===== config.mk =====
export PLATFORM = sky130hd
export DESIGN_NAME = worker_table_round_robin_dispatch
export DESIGN_NICKNAME = d
export VERILOG_FILES = /design/src/hdl/wtrr_pkg.sv /design/src/hdl/worker_table_round_robin_dispatch.sv /design/src/hdl/wtrr_front.sv /design/src/hdl/wtrr_queue.sv /design/src/hdl/wtrr_back.sv
export SDC_FILE = /design/constraint.sdc
export NUM_CORES = 2
export LEC_CHECK = 0
export ABC_AREA = 0
export CAP_MARGIN = 5
export CORE_MARGIN = 10
export CORE_UTILIZATION = 30
export CTS_BUF_LIST = sky130_fd_sc_hd__clkbuf_8
export DETAILED_ROUTE_END_ITERATION = 12
export DONT_BUFFER_PORTS = 1
export PLACE_DENSITY = 0.43
export SLEW_MARGIN = 20
export SYNTH_ARGS = -nofsm -noshare
export SYNTH_HDL_FRONTEND = slang
export SYNTH_SLANG_ARGS = --single-unit

===== constraint.sdc =====
create_clock -name clock -period 13.1 [get_ports clock]
set_clock_uncertainty 0.1 [all_clocks]
set_input_delay 1.965 -clock clock [delete_from_list [all_inputs] [get_ports clock]]
set_output_delay 1.965 -clock clock [all_outputs]
set_load 0.05 [all_outputs]

===== src/hdl/wtrr_pkg.sv =====
package wtrr_pkg;

   localparam int TABLE_DEPTH_DEFAULT  = 16;
   localparam int ADDRESS_BITS_DEFAULT = 48;
   localparam int QUEUE_DEPTH_DEFAULT  = 2;

   localparam int REQ_BITS         = 2;
   localparam int IN_ADDRESS_BITS  = 48;
   localparam int STATUS_BITS      = 3;
   localparam int SLOT_BITS        = 4;
   localparam int OUT_ADDRESS_BITS = 48;
   localparam int COUNT_BITS       = 5;
   localparam int COUNTER_BITS     = 32;

   localparam logic [REQ_BITS-1:0] REQ_REGISTER   = 2'd0;
   localparam logic [REQ_BITS-1:0] REQ_DEREGISTER = 2'd1;
   localparam logic [REQ_BITS-1:0] REQ_DISPATCH   = 2'd2;

   typedef enum logic [1:0] {
      OP_REGISTER,
      OP_DEREGISTER,
      OP_DISPATCH,
      OP_IGNORE
   } op_type;

   localparam int OP_BITS = $bits(op_type);

   typedef enum logic [STATUS_BITS-1:0] {
      ST_DISPATCHED = 3'd0,
      ST_REGISTERED = 3'd1,
      ST_FULL       = 3'd2,
      ST_REMOVED    = 3'd3,
      ST_NOT_FOUND  = 3'd4,
      ST_NO_WORKER  = 3'd5
   } status_type;

   typedef enum logic [1:0] {
      BK_IDLE,
      BK_MATCH,
      BK_EXEC
   } back_state_type;

   typedef struct packed {
      logic [REQ_BITS-1:0]        req_type;
      logic [IN_ADDRESS_BITS-1:0] worker_address;
   } req_payload_type;

   typedef struct packed {
      logic [STATUS_BITS-1:0]      status;
      logic [SLOT_BITS-1:0]        slot_index;
      logic [OUT_ADDRESS_BITS-1:0] dest_address;
      logic [COUNT_BITS-1:0]       slot_count;
   } rsp_payload_type;

endpackage


===== src/hdl/worker_table_round_robin_dispatch.sv =====
// Channel   Ports                              Direction  Beat
// request   req_valid req_stall req_payload    in         request type and worker address
// result    rsp_valid rsp_stall rsp_payload    out        status, slot, destination, count
//
// The back end handles each request in two steps: one compares the key against every live
// entry and one commits the update and loads the result register once the result is free.
// It takes the next queued request in the step that commits the current one.
// Reset clears the entry count, the round-robin pointer, the queue and both handshakes.
// A stalled result holds the back end, and the two-entry queue keeps accepting until full.
module worker_table_round_robin_dispatch #(
   parameter int TABLE_DEPTH  = wtrr_pkg::TABLE_DEPTH_DEFAULT,
   parameter int ADDRESS_BITS = wtrr_pkg::ADDRESS_BITS_DEFAULT,
   parameter int QUEUE_DEPTH  = wtrr_pkg::QUEUE_DEPTH_DEFAULT
) (
   input  logic                      clock,
   input  logic                      reset,
   input  logic                      req_valid,
   output logic                      req_stall,
   input  wtrr_pkg::req_payload_type req_payload,
   output logic                      rsp_valid,
   input  logic                      rsp_stall,
   output wtrr_pkg::rsp_payload_type rsp_payload
);
   import wtrr_pkg::*;

   localparam int CMD_BITS = OP_BITS + ADDRESS_BITS;

   logic                q_push;
   logic [CMD_BITS-1:0] q_push_data;
   logic                q_full;
   logic                q_pop;
   logic [CMD_BITS-1:0] q_pop_data;
   logic                q_not_empty;

   wtrr_front #(
      .ADDRESS_BITS(ADDRESS_BITS)
   ) u_front (
      .req_valid  (req_valid),
      .req_stall  (req_stall),
      .req_payload(req_payload),
      .q_full     (q_full),
      .q_push     (q_push),
      .q_data     (q_push_data)
   );

   wtrr_queue #(
      .DATA_BITS(CMD_BITS),
      .DEPTH    (QUEUE_DEPTH)
   ) u_queue (
      .clock    (clock),
      .reset    (reset),
      .push     (q_push),
      .push_data(q_push_data),
      .full     (q_full),
      .pop      (q_pop),
      .pop_data (q_pop_data),
      .not_empty(q_not_empty)
   );

   wtrr_back #(
      .TABLE_DEPTH (TABLE_DEPTH),
      .ADDRESS_BITS(ADDRESS_BITS)
   ) u_back (
      .clock      (clock),
      .reset      (reset),
      .q_valid    (q_not_empty),
      .q_data     (q_pop_data),
      .q_pop      (q_pop),
      .rsp_valid  (rsp_valid),
      .rsp_stall  (rsp_stall),
      .rsp_payload(rsp_payload)
   );

endmodule


===== src/hdl/wtrr_front.sv =====
module wtrr_front #(
   parameter int ADDRESS_BITS = wtrr_pkg::ADDRESS_BITS_DEFAULT
) (
   input  logic                                           req_valid,
   output logic                                           req_stall,
   input  wtrr_pkg::req_payload_type                      req_payload,
   input  logic                                           q_full,
   output logic                                           q_push,
   output logic [wtrr_pkg::OP_BITS+ADDRESS_BITS-1:0]      q_data
);
   import wtrr_pkg::*;

   op_type op;

   always_comb begin
      case (req_payload.req_type)
         REQ_REGISTER: begin
            op = OP_REGISTER;
         end
         REQ_DEREGISTER: begin
            op = OP_DEREGISTER;
         end
         REQ_DISPATCH: begin
            op = OP_DISPATCH;
         end
         default: begin
            op = OP_IGNORE;
         end
      endcase
   end

   assign req_stall = q_full;
   assign q_push    = req_valid && !q_full;
   assign q_data    = {op, ADDRESS_BITS'(req_payload.worker_address)};

endmodule


===== src/hdl/wtrr_queue.sv =====
module wtrr_queue #(
   parameter int DATA_BITS = 8,
   parameter int DEPTH     = wtrr_pkg::QUEUE_DEPTH_DEFAULT
) (
   input  logic                 clock,
   input  logic                 reset,
   input  logic                 push,
   input  logic [DATA_BITS-1:0] push_data,
   output logic                 full,
   input  logic                 pop,
   output logic [DATA_BITS-1:0] pop_data,
   output logic                 not_empty
);
   localparam int PTR_BITS  = (DEPTH > 1) ? $clog2(DEPTH) : 1;
   localparam int FILL_BITS = $clog2(DEPTH + 1);
   localparam logic [PTR_BITS-1:0]  LAST_PTR  = PTR_BITS'(DEPTH - 1);
   localparam logic [FILL_BITS-1:0] FULL_FILL = FILL_BITS'(DEPTH);

   logic [DATA_BITS-1:0] slot_ff [DEPTH];
   logic [PTR_BITS-1:0]  wr_ptr_ff, wr_ptr_in;
   logic [PTR_BITS-1:0]  rd_ptr_ff, rd_ptr_in;
   logic [FILL_BITS-1:0] fill_ff, fill_in;

   assign full      = (fill_ff == FULL_FILL);
   assign not_empty = (fill_ff != '0);
   assign pop_data  = slot_ff[rd_ptr_ff];

   always_comb begin
      wr_ptr_in = wr_ptr_ff;
      rd_ptr_in = rd_ptr_ff;
      fill_in   = fill_ff;
      if (push) begin
         wr_ptr_in = (wr_ptr_ff == LAST_PTR) ? '0 : wr_ptr_ff + PTR_BITS'(1);
      end
      if (pop) begin
         rd_ptr_in = (rd_ptr_ff == LAST_PTR) ? '0 : rd_ptr_ff + PTR_BITS'(1);
      end
      if (push && !pop) begin
         fill_in = fill_ff + FILL_BITS'(1);
      end else if (pop && !push) begin
         fill_in = fill_ff - FILL_BITS'(1);
      end
   end

   always_ff @(posedge clock) begin
      if (reset) begin
         wr_ptr_ff <= '0;
         rd_ptr_ff <= '0;
         fill_ff   <= '0;
      end else begin
         wr_ptr_ff <= wr_ptr_in;
         rd_ptr_ff <= rd_ptr_in;
         fill_ff   <= fill_in;
      end
   end

   always_ff @(posedge clock) begin
      if (push) begin
         slot_ff[wr_ptr_ff] <= push_data;
      end
   end

   a_no_overflow: assert property (@(posedge clock) disable iff (reset)
      push |-> (!full || pop))
      else $error("Queue written while full.");

   a_no_underflow: assert property (@(posedge clock) disable iff (reset)
      pop |-> not_empty)
      else $error("Queue read while empty.");

   a_fill_bound: assert property (@(posedge clock) disable iff (reset)
      fill_ff <= FULL_FILL)
      else $error("Queue fill level out of range.");

endmodule


===== src/hdl/wtrr_back.sv =====
module wtrr_back #(
   parameter int TABLE_DEPTH  = wtrr_pkg::TABLE_DEPTH_DEFAULT,
   parameter int ADDRESS_BITS = wtrr_pkg::ADDRESS_BITS_DEFAULT
) (
   input  logic                                      clock,
   input  logic                                      reset,
   input  logic                                      q_valid,
   input  logic [wtrr_pkg::OP_BITS+ADDRESS_BITS-1:0] q_data,
   output logic                                      q_pop,
   output logic                                      rsp_valid,
   input  logic                                      rsp_stall,
   output wtrr_pkg::rsp_payload_type                 rsp_payload
);
   import wtrr_pkg::*;

   localparam int IDX_BITS = (TABLE_DEPTH > 1) ? $clog2(TABLE_DEPTH) : 1;
   localparam int CNT_BITS = $clog2(TABLE_DEPTH + 1);
   localparam logic [CNT_BITS-1:0] FULL_COUNT = CNT_BITS'(TABLE_DEPTH);

   back_state_type          state_ff, state_in;
   op_type                  op_ff, op_in;
   logic [ADDRESS_BITS-1:0] key_ff, key_in;
   logic [TABLE_DEPTH-1:0]  hit_ff, hit_in;
   logic [ADDRESS_BITS-1:0] addr_ff [TABLE_DEPTH];
   logic [ADDRESS_BITS-1:0] addr_in [TABLE_DEPTH];
   logic [COUNTER_BITS-1:0] ctr_ff [TABLE_DEPTH];
   logic [COUNTER_BITS-1:0] ctr_in [TABLE_DEPTH];
   logic [CNT_BITS-1:0]     count_ff, count_in;
   logic [IDX_BITS-1:0]     next_ff, next_in;
   logic                    rsp_valid_ff, rsp_valid_in;
   rsp_payload_type         rsp_ff, rsp_in;

   logic                    out_free;
   logic                    commit;
   logic                    full;
   logic                    empty;
   logic                    found;
   logic [IDX_BITS-1:0]     hit_slot;
   logic [IDX_BITS-1:0]     disp_slot;
   logic [TABLE_DEPTH-1:0]  shift_en;
   logic [CNT_BITS-1:0]     disp_succ;
   logic [CNT_BITS-1:0]     count_less;

   assign out_free   = !rsp_valid_ff || !rsp_stall;
   assign full       = (count_ff == FULL_COUNT);
   assign empty      = (count_ff == '0);
   assign found      = |hit_ff;
   assign disp_slot  = (CNT_BITS'(next_ff) < count_ff) ? next_ff : '0;
   assign disp_succ  = CNT_BITS'(disp_slot) + CNT_BITS'(1);
   assign count_less = count_ff - CNT_BITS'(1);

   assign rsp_valid   = rsp_valid_ff;
   assign rsp_payload = rsp_ff;

   // The compare stage registers one hit bit per table entry, set only for a live entry that matches.
   always_comb begin
      for (int i = 0; i < TABLE_DEPTH; i++) begin
         hit_in[i] = (CNT_BITS'(i) < count_ff) && (addr_ff[i] == key_ff);
      end
   end

   // The lowest hit is removed, and every entry from it upward takes its upper neighbor.
   always_comb begin
      logic seen;
      seen     = 1'b0;
      hit_slot = '0;
      for (int i = TABLE_DEPTH - 1; i >= 0; i--) begin
         if (hit_ff[i]) begin
            hit_slot = IDX_BITS'(i);
         end
      end
      for (int i = 0; i < TABLE_DEPTH; i++) begin
         seen        = seen | hit_ff[i];
         shift_en[i] = seen;
      end
   end

   always_comb begin
      state_in = state_ff;
      op_in    = op_ff;
      key_in   = key_ff;
      q_pop    = 1'b0;
      commit   = 1'b0;
      case (state_ff)
         BK_IDLE: begin
            if (q_valid) begin
               q_pop    = 1'b1;
               op_in    = op_type'(q_data[ADDRESS_BITS +: OP_BITS]);
               key_in   = q_data[ADDRESS_BITS-1:0];
               state_in = BK_MATCH;
            end
         end
         BK_MATCH: begin
            state_in = BK_EXEC;
         end
         BK_EXEC: begin
            if (out_free) begin
               commit = 1'b1;
               if (q_valid) begin
                  q_pop    = 1'b1;
                  op_in    = op_type'(q_data[ADDRESS_BITS +: OP_BITS]);
                  key_in   = q_data[ADDRESS_BITS-1:0];
                  state_in = BK_MATCH;
               end else begin
                  state_in = BK_IDLE;
               end
            end
         end
         default: begin
            state_in = BK_IDLE;
         end
      endcase
   end

   always_comb begin
      count_in     = count_ff;
      next_in      = next_ff;
      rsp_in       = rsp_ff;
      rsp_valid_in = rsp_valid_ff && rsp_stall;
      for (int i = 0; i < TABLE_DEPTH; i++) begin
         addr_in[i] = addr_ff[i];
         ctr_in[i]  = ctr_ff[i];
      end
      if (commit) begin
         rsp_valid_in          = 1'b1;
         rsp_in.status         = ST_NO_WORKER;
         rsp_in.slot_index     = '0;
         rsp_in.dest_address   = '0;
         rsp_in.slot_count     = COUNT_BITS'(count_ff);
         case (op_ff)
            OP_REGISTER: begin
               if (full) begin
                  rsp_in.status = ST_FULL;
               end else begin
                  for (int i = 0; i < TABLE_DEPTH; i++) begin
                     if (CNT_BITS'(i) == count_ff) begin
                        addr_in[i] = key_ff;
                        ctr_in[i]  = '0;
                     end
                  end
                  count_in          = count_ff + CNT_BITS'(1);
                  rsp_in.status     = ST_REGISTERED;
                  rsp_in.slot_index = SLOT_BITS'(count_ff);
                  rsp_in.slot_count = COUNT_BITS'(count_ff + CNT_BITS'(1));
               end
            end
            OP_DEREGISTER: begin
               if (found) begin
                  for (int i = 0; i < TABLE_DEPTH - 1; i++) begin
                     if (shift_en[i]) begin
                        addr_in[i] = addr_ff[i+1];
                        ctr_in[i]  = ctr_ff[i+1];
                     end
                  end
                  count_in = count_less;
                  if (CNT_BITS'(next_ff) >= count_less) begin
                     next_in = '0;
                  end
                  rsp_in.status     = ST_REMOVED;
                  rsp_in.slot_index = SLOT_BITS'(hit_slot);
                  rsp_in.slot_count = COUNT_BITS'(count_less);
               end else begin
                  rsp_in.status = ST_NOT_FOUND;
               end
            end
            OP_DISPATCH: begin
               if (!empty) begin
                  for (int i = 0; i < TABLE_DEPTH; i++) begin
                     if ((IDX_BITS'(i) == disp_slot) && (ctr_ff[i] != '1)) begin
                        ctr_in[i] = ctr_ff[i] + COUNTER_BITS'(1);
                     end
                  end
                  next_in = (disp_succ >= count_ff) ? '0 : IDX_BITS'(disp_succ);
                  rsp_in.status       = ST_DISPATCHED;
                  rsp_in.slot_index   = SLOT_BITS'(disp_slot);
                  rsp_in.dest_address = OUT_ADDRESS_BITS'(addr_ff[disp_slot]);
               end
            end
            default: begin
               rsp_in.status = ST_NO_WORKER;
            end
         endcase
      end
   end

   always_ff @(posedge clock) begin
      if (reset) begin
         state_ff     <= BK_IDLE;
         count_ff     <= '0;
         next_ff      <= '0;
         rsp_valid_ff <= 1'b0;
      end else begin
         state_ff     <= state_in;
         count_ff     <= count_in;
         next_ff      <= next_in;
         rsp_valid_ff <= rsp_valid_in;
      end
   end

   always_ff @(posedge clock) begin
      op_ff  <= op_in;
      key_ff <= key_in;
      hit_ff <= hit_in;
      rsp_ff <= rsp_in;
      for (int i = 0; i < TABLE_DEPTH; i++) begin
         addr_ff[i] <= addr_in[i];
         ctr_ff[i]  <= ctr_in[i];
      end
   end

   a_count_bound: assert property (@(posedge clock) disable iff (reset)
      count_ff <= FULL_COUNT)
      else $error("Worker count exceeds the table depth.");

   a_pointer_in_range: assert property (@(posedge clock) disable iff (reset)
      (empty && (next_ff == '0)) || (CNT_BITS'(next_ff) < count_ff))
      else $error("Round-robin pointer lies past the live entries.");

   a_pop_needs_item: assert property (@(posedge clock) disable iff (reset)
      q_pop |-> q_valid)
      else $error("Back end took an item from an empty queue.");

   a_register_grows: assert property (@(posedge clock) disable iff (reset)
      (commit && (op_ff == OP_REGISTER) && !full)
      |=> (count_ff == $past(count_ff) + CNT_BITS'(1)))
      else $error("Register beat did not add one entry.");

endmodule


==> qor.yml <==
detailed_routing:
  met2_length_um: 123000
  wire_per_inst_um: 42.8
  drtAntennaViolNets: 0
  drt_iter0_drc: 6385
  wl_met1_um: 115000
  drtPass1Iterations: 6
  met3_length_um: 29700
  routed_wl_um: 289000
  num_vias: 41000
  routed_via_density: 6.07
  drc: 0
  highest_layer: "met5"
power:
  p_comb_share_pct: 45.7
  pwr_density_cell_mw_per_mm2: 230
  p_leak_nw: 22.5
  total_power_mw: 14.0
  p_seq_share_pct: 32.6
  vdd_drop_max_mv: 0.112
  p_sw_share_pct: 45.4
  p_sw_mw: 6.33
  p_clk_share_pct: 21.7
  p_int_mw: 7.62
sta:
  drv_slew: 0
  slew_headroom_pct: 6.70
  fin_setup_tns_ns: 0
  rsz0062_at_grt: "no"
  hold_viol_final: 0
  tightest_slew_ns: 1.39
  fin_hold_ws_ns: 0.399
  finalCritPeriodShare_pct: 38.6
  setup_viol: 0
  min_period_ns: 5.06
  fmax_ghz: 0.198
global_route:
  grt_pass1_wl_um: 377000
  antenna_found_initial: 18
  grt_pass1_vias: 38500
  gr-total-overflow: 0
  gr-usage-all-layers_pct: 28.1
  grt_max_degree: 140
synth:
  yosysUniqueCellTypes: 78
  synth-edff-count: 978
  yosysWarningCount: 0
  yosys.area.top_type: "edfxtp_1"
  synth_fp_nets: 4393
  syn_avg_cell_area_sq_um: 12.5
  synth.top_cell.area_share_pct: 54.2
  synthArstFlopShare_pct: 0
  synth_area_leaders: "edfxtp_1 54%, a21o_1 10%, xor2_1 7.2%"
  syn_area_sq_mm: 0.0542
  synth_cells: 4318
  ys_seq_elements: 1011
  yosys_most_used_dff: "edfxtp_1"
  yosysSeqAreaShare_pct: 55.4
finish:
  area_growth_pct: 12.0
  nets: 4327
  layout-drive-gt1-share_pct: 13.6
  post-route-util_pct: 33.9
clock_tree:
  cts_root_buffer: "clkbuf_8"
  cts_made_buffers: 189
  post-cts-setup-buffers: 0
  cts_sinks: 1011
  htreeDepth: 4
  clk_pin_slew_ns: 0.06
  tritoncts: "built"
  clockBufferDepth: 3
  cts_resized: 0
  ctsHoldBuffers: 0
  worstSkewPairLatency_ns: 1.01
worst_setup_path:
  reg2regPathDepth: 7
  crit_type: "reg2reg"
  start_kind: "flop"
  cp_max_fo: 75
  worst_setup_path_end_kind: "flop"
  reg2reg_to: "u_back.addr_ff[1][28]$_DFFE_PP_"
  r2r_slack_ns: 8.04
  required_ns: 13.71
  r2r_start: "u_back.op_ff[0]$_DFFE_PP_"
  critPathArrivalTime_ns: 5.67
die:
  ios: 116
  start_util_pct: 30.3
  die_x_um: 445
  rows: 155
  core_area_sq_mm: 0.179
  die_height_um: 445
  die-area_sq_mm: 0.198
worst_hold_path:
  hp-class: "reg2reg"
  holdPathEnd: "u_queue.fill_ff[1]$_SDFFE_PP0P_"
  hold_depth: 2
  min_from: "u_queue.fill_ff[1]$_SDFFE_PP0P_"
job:
  cap_violations: 0
placement:
  gp_congestion: 1.08
  place.port_buffers: 0
  dp_hpwl_um: 209000
status:
  outcome: "complete, no violations"
==> critical path, stage by stage (launching register included) <==
cell,delay (ns)
edfxtp_1,0.34
buf_4,0.32
nor2b_4,0.86
buf_4,0.72
buf_4,0.88
buf_4,0.82
nor3_2,0.34
a21o_1,0.25
==> stage by stage <==
stage / setup WS, ns / area (sq um) / instances
floorplan: 4.36 / 54200 / 4318
global placement: 8.18 / 57000 / 6415
detailed placement: 8.12 / 57000 / 6416
CTS: 8.20 / 60600 / 6753
global route: 7.89 / 60700 / 6754
finish: 8.04 / 60700 / 6760
==> layout make-up <==
| class | count | area [sq um] |
|---|---|---|
| fill | 17900 | 118000 |
| multi-input combinational | 2851 | 22800 |
| tap | 2355 | 2950 |
| sequential | 1011 | 30000 |
| antenna | 7 | 17.5 |
| inverter | 49 | 184 |
| timing repair buffer | 150 | 1170 |
| clock buffer | 198 | 2730 |
| clock inverter | 139 | 795 |
==> flip-flops by register name (all words and copies together) (netlist names), named ones only <==
signal and count:
u_back.rsp_payload 60, u_queue.slot_ff 100, u_back.count_ff 5, u_back.next_ff 4, u_queue.wr_ptr_ff 1, u_back.hit_ff 16
u_back.addr_ff 768, u_queue.fill_ff 2, u_back.rsp_valid 1, u_queue.rd_ptr_ff 1, u_back.key_ff 48, u_back.state_ff 2
u_back.op_ff 2
==> cell usage in the layout, fill, tap and decap left out, drive strengths merged, types with 62 or more instances in the layout <==
cell / count
a21o: 720
a21oi: 124
buf: 150
clkbuf: 198
clkinv: 62
edfxtp: 978
inv: 120
mux2: 89
mux2i: 126
nand4: 98
nor2: 145
nor4: 137
xnor2: 302
xor2: 443
==> how the worst max path moves through the flow <==
stage | slack, ns | depth (start not counted) | endpoint | start
after floorplan | 4.36 | 5 | u_back.addr_ff[14][0]$_DFFE_PP_ | rsp_stall
after global placement | 8.18 | 6 | u_back.addr_ff[3][10]$_DFFE_PP_ | rsp_stall
after detailed placement | 8.12 | 6 | u_back.addr_ff[3][10]$_DFFE_PP_ | rsp_stall
after CTS | 8.20 | 7 | u_back.addr_ff[1][28]$_DFFE_PP_ | u_back.op_ff[0]$_DFFE_PP_
after global routing | 7.89 | 7 | u_back.addr_ff[14][28]$_DFFE_PP_ | u_back.op_ff[0]$_DFFE_PP_
final | 8.04 | 7 | u_back.addr_ff[1][28]$_DFFE_PP_ | u_back.op_ff[0]$_DFFE_PP_
==> synthesized netlist by cell type, types with 36 or more instances <==
cell / n
a21o_1: 720
a21oi_1: 122
a221oi_1: 57
a2bb2oi_1: 39
buf_2: 135
clkbuf_1: 247
edfxtp_1: 978
inv_1: 48
mux2_2: 89
mux2i_1: 126
mux4_2: 39
nand2_1: 57
nand3_1: 36
nand4_1: 98
nor2_1: 145
nor3_1: 49
nor4_1: 135
o211ai_1: 38
o21ai_0: 58
o221ai_1: 52
o311ai_0: 43
xnor2_1: 302
xor2_1: 443
==> power by group through the flow <==
stage | clock network [mW] | registers, mW | logic [mW]
after floorplan | 0 | 4.57 | 3.39
after global placement | 0 | 4.61 | 6.08
after detailed placement | 0 | 4.62 | 6.09
after CTS | 3.08 | 4.55 | 6.13
after global routing | 3.20 | 4.57 | 6.47
final | 3.03 | 4.55 | 6.38
==> kinds of logic (layout without fill, tap and decap cells) <==
family	count (synthesis)	count (layout)	synth area share (%)
AO/OA/AOI/OAI	1240	1240	16.9
flip-flops	1011	1011	55.4
AND/OR/NAND/NOR	591	591	5.82
buffers and inverters	456	536	3.48
other	0	7	0
XOR/XNOR	745	745	12.0
multiplexers	254	254	5.80
adder cells (fa/ha/maj)	21	21	0.485
==> metal layers <==
| layer | GRT usage, % | vias to the layer above |
|---|---|---|
| li1 | - | 16300 |
| met1 | 36.7 | 21500 |
| met2 | 40.9 | 2590 |
| met3 | 8.05 | 633 |
| met4 | 17.4 | 24 |
| met5 | 0.120 | - |
Note: power is estimated with default switching activity, not from simulation.
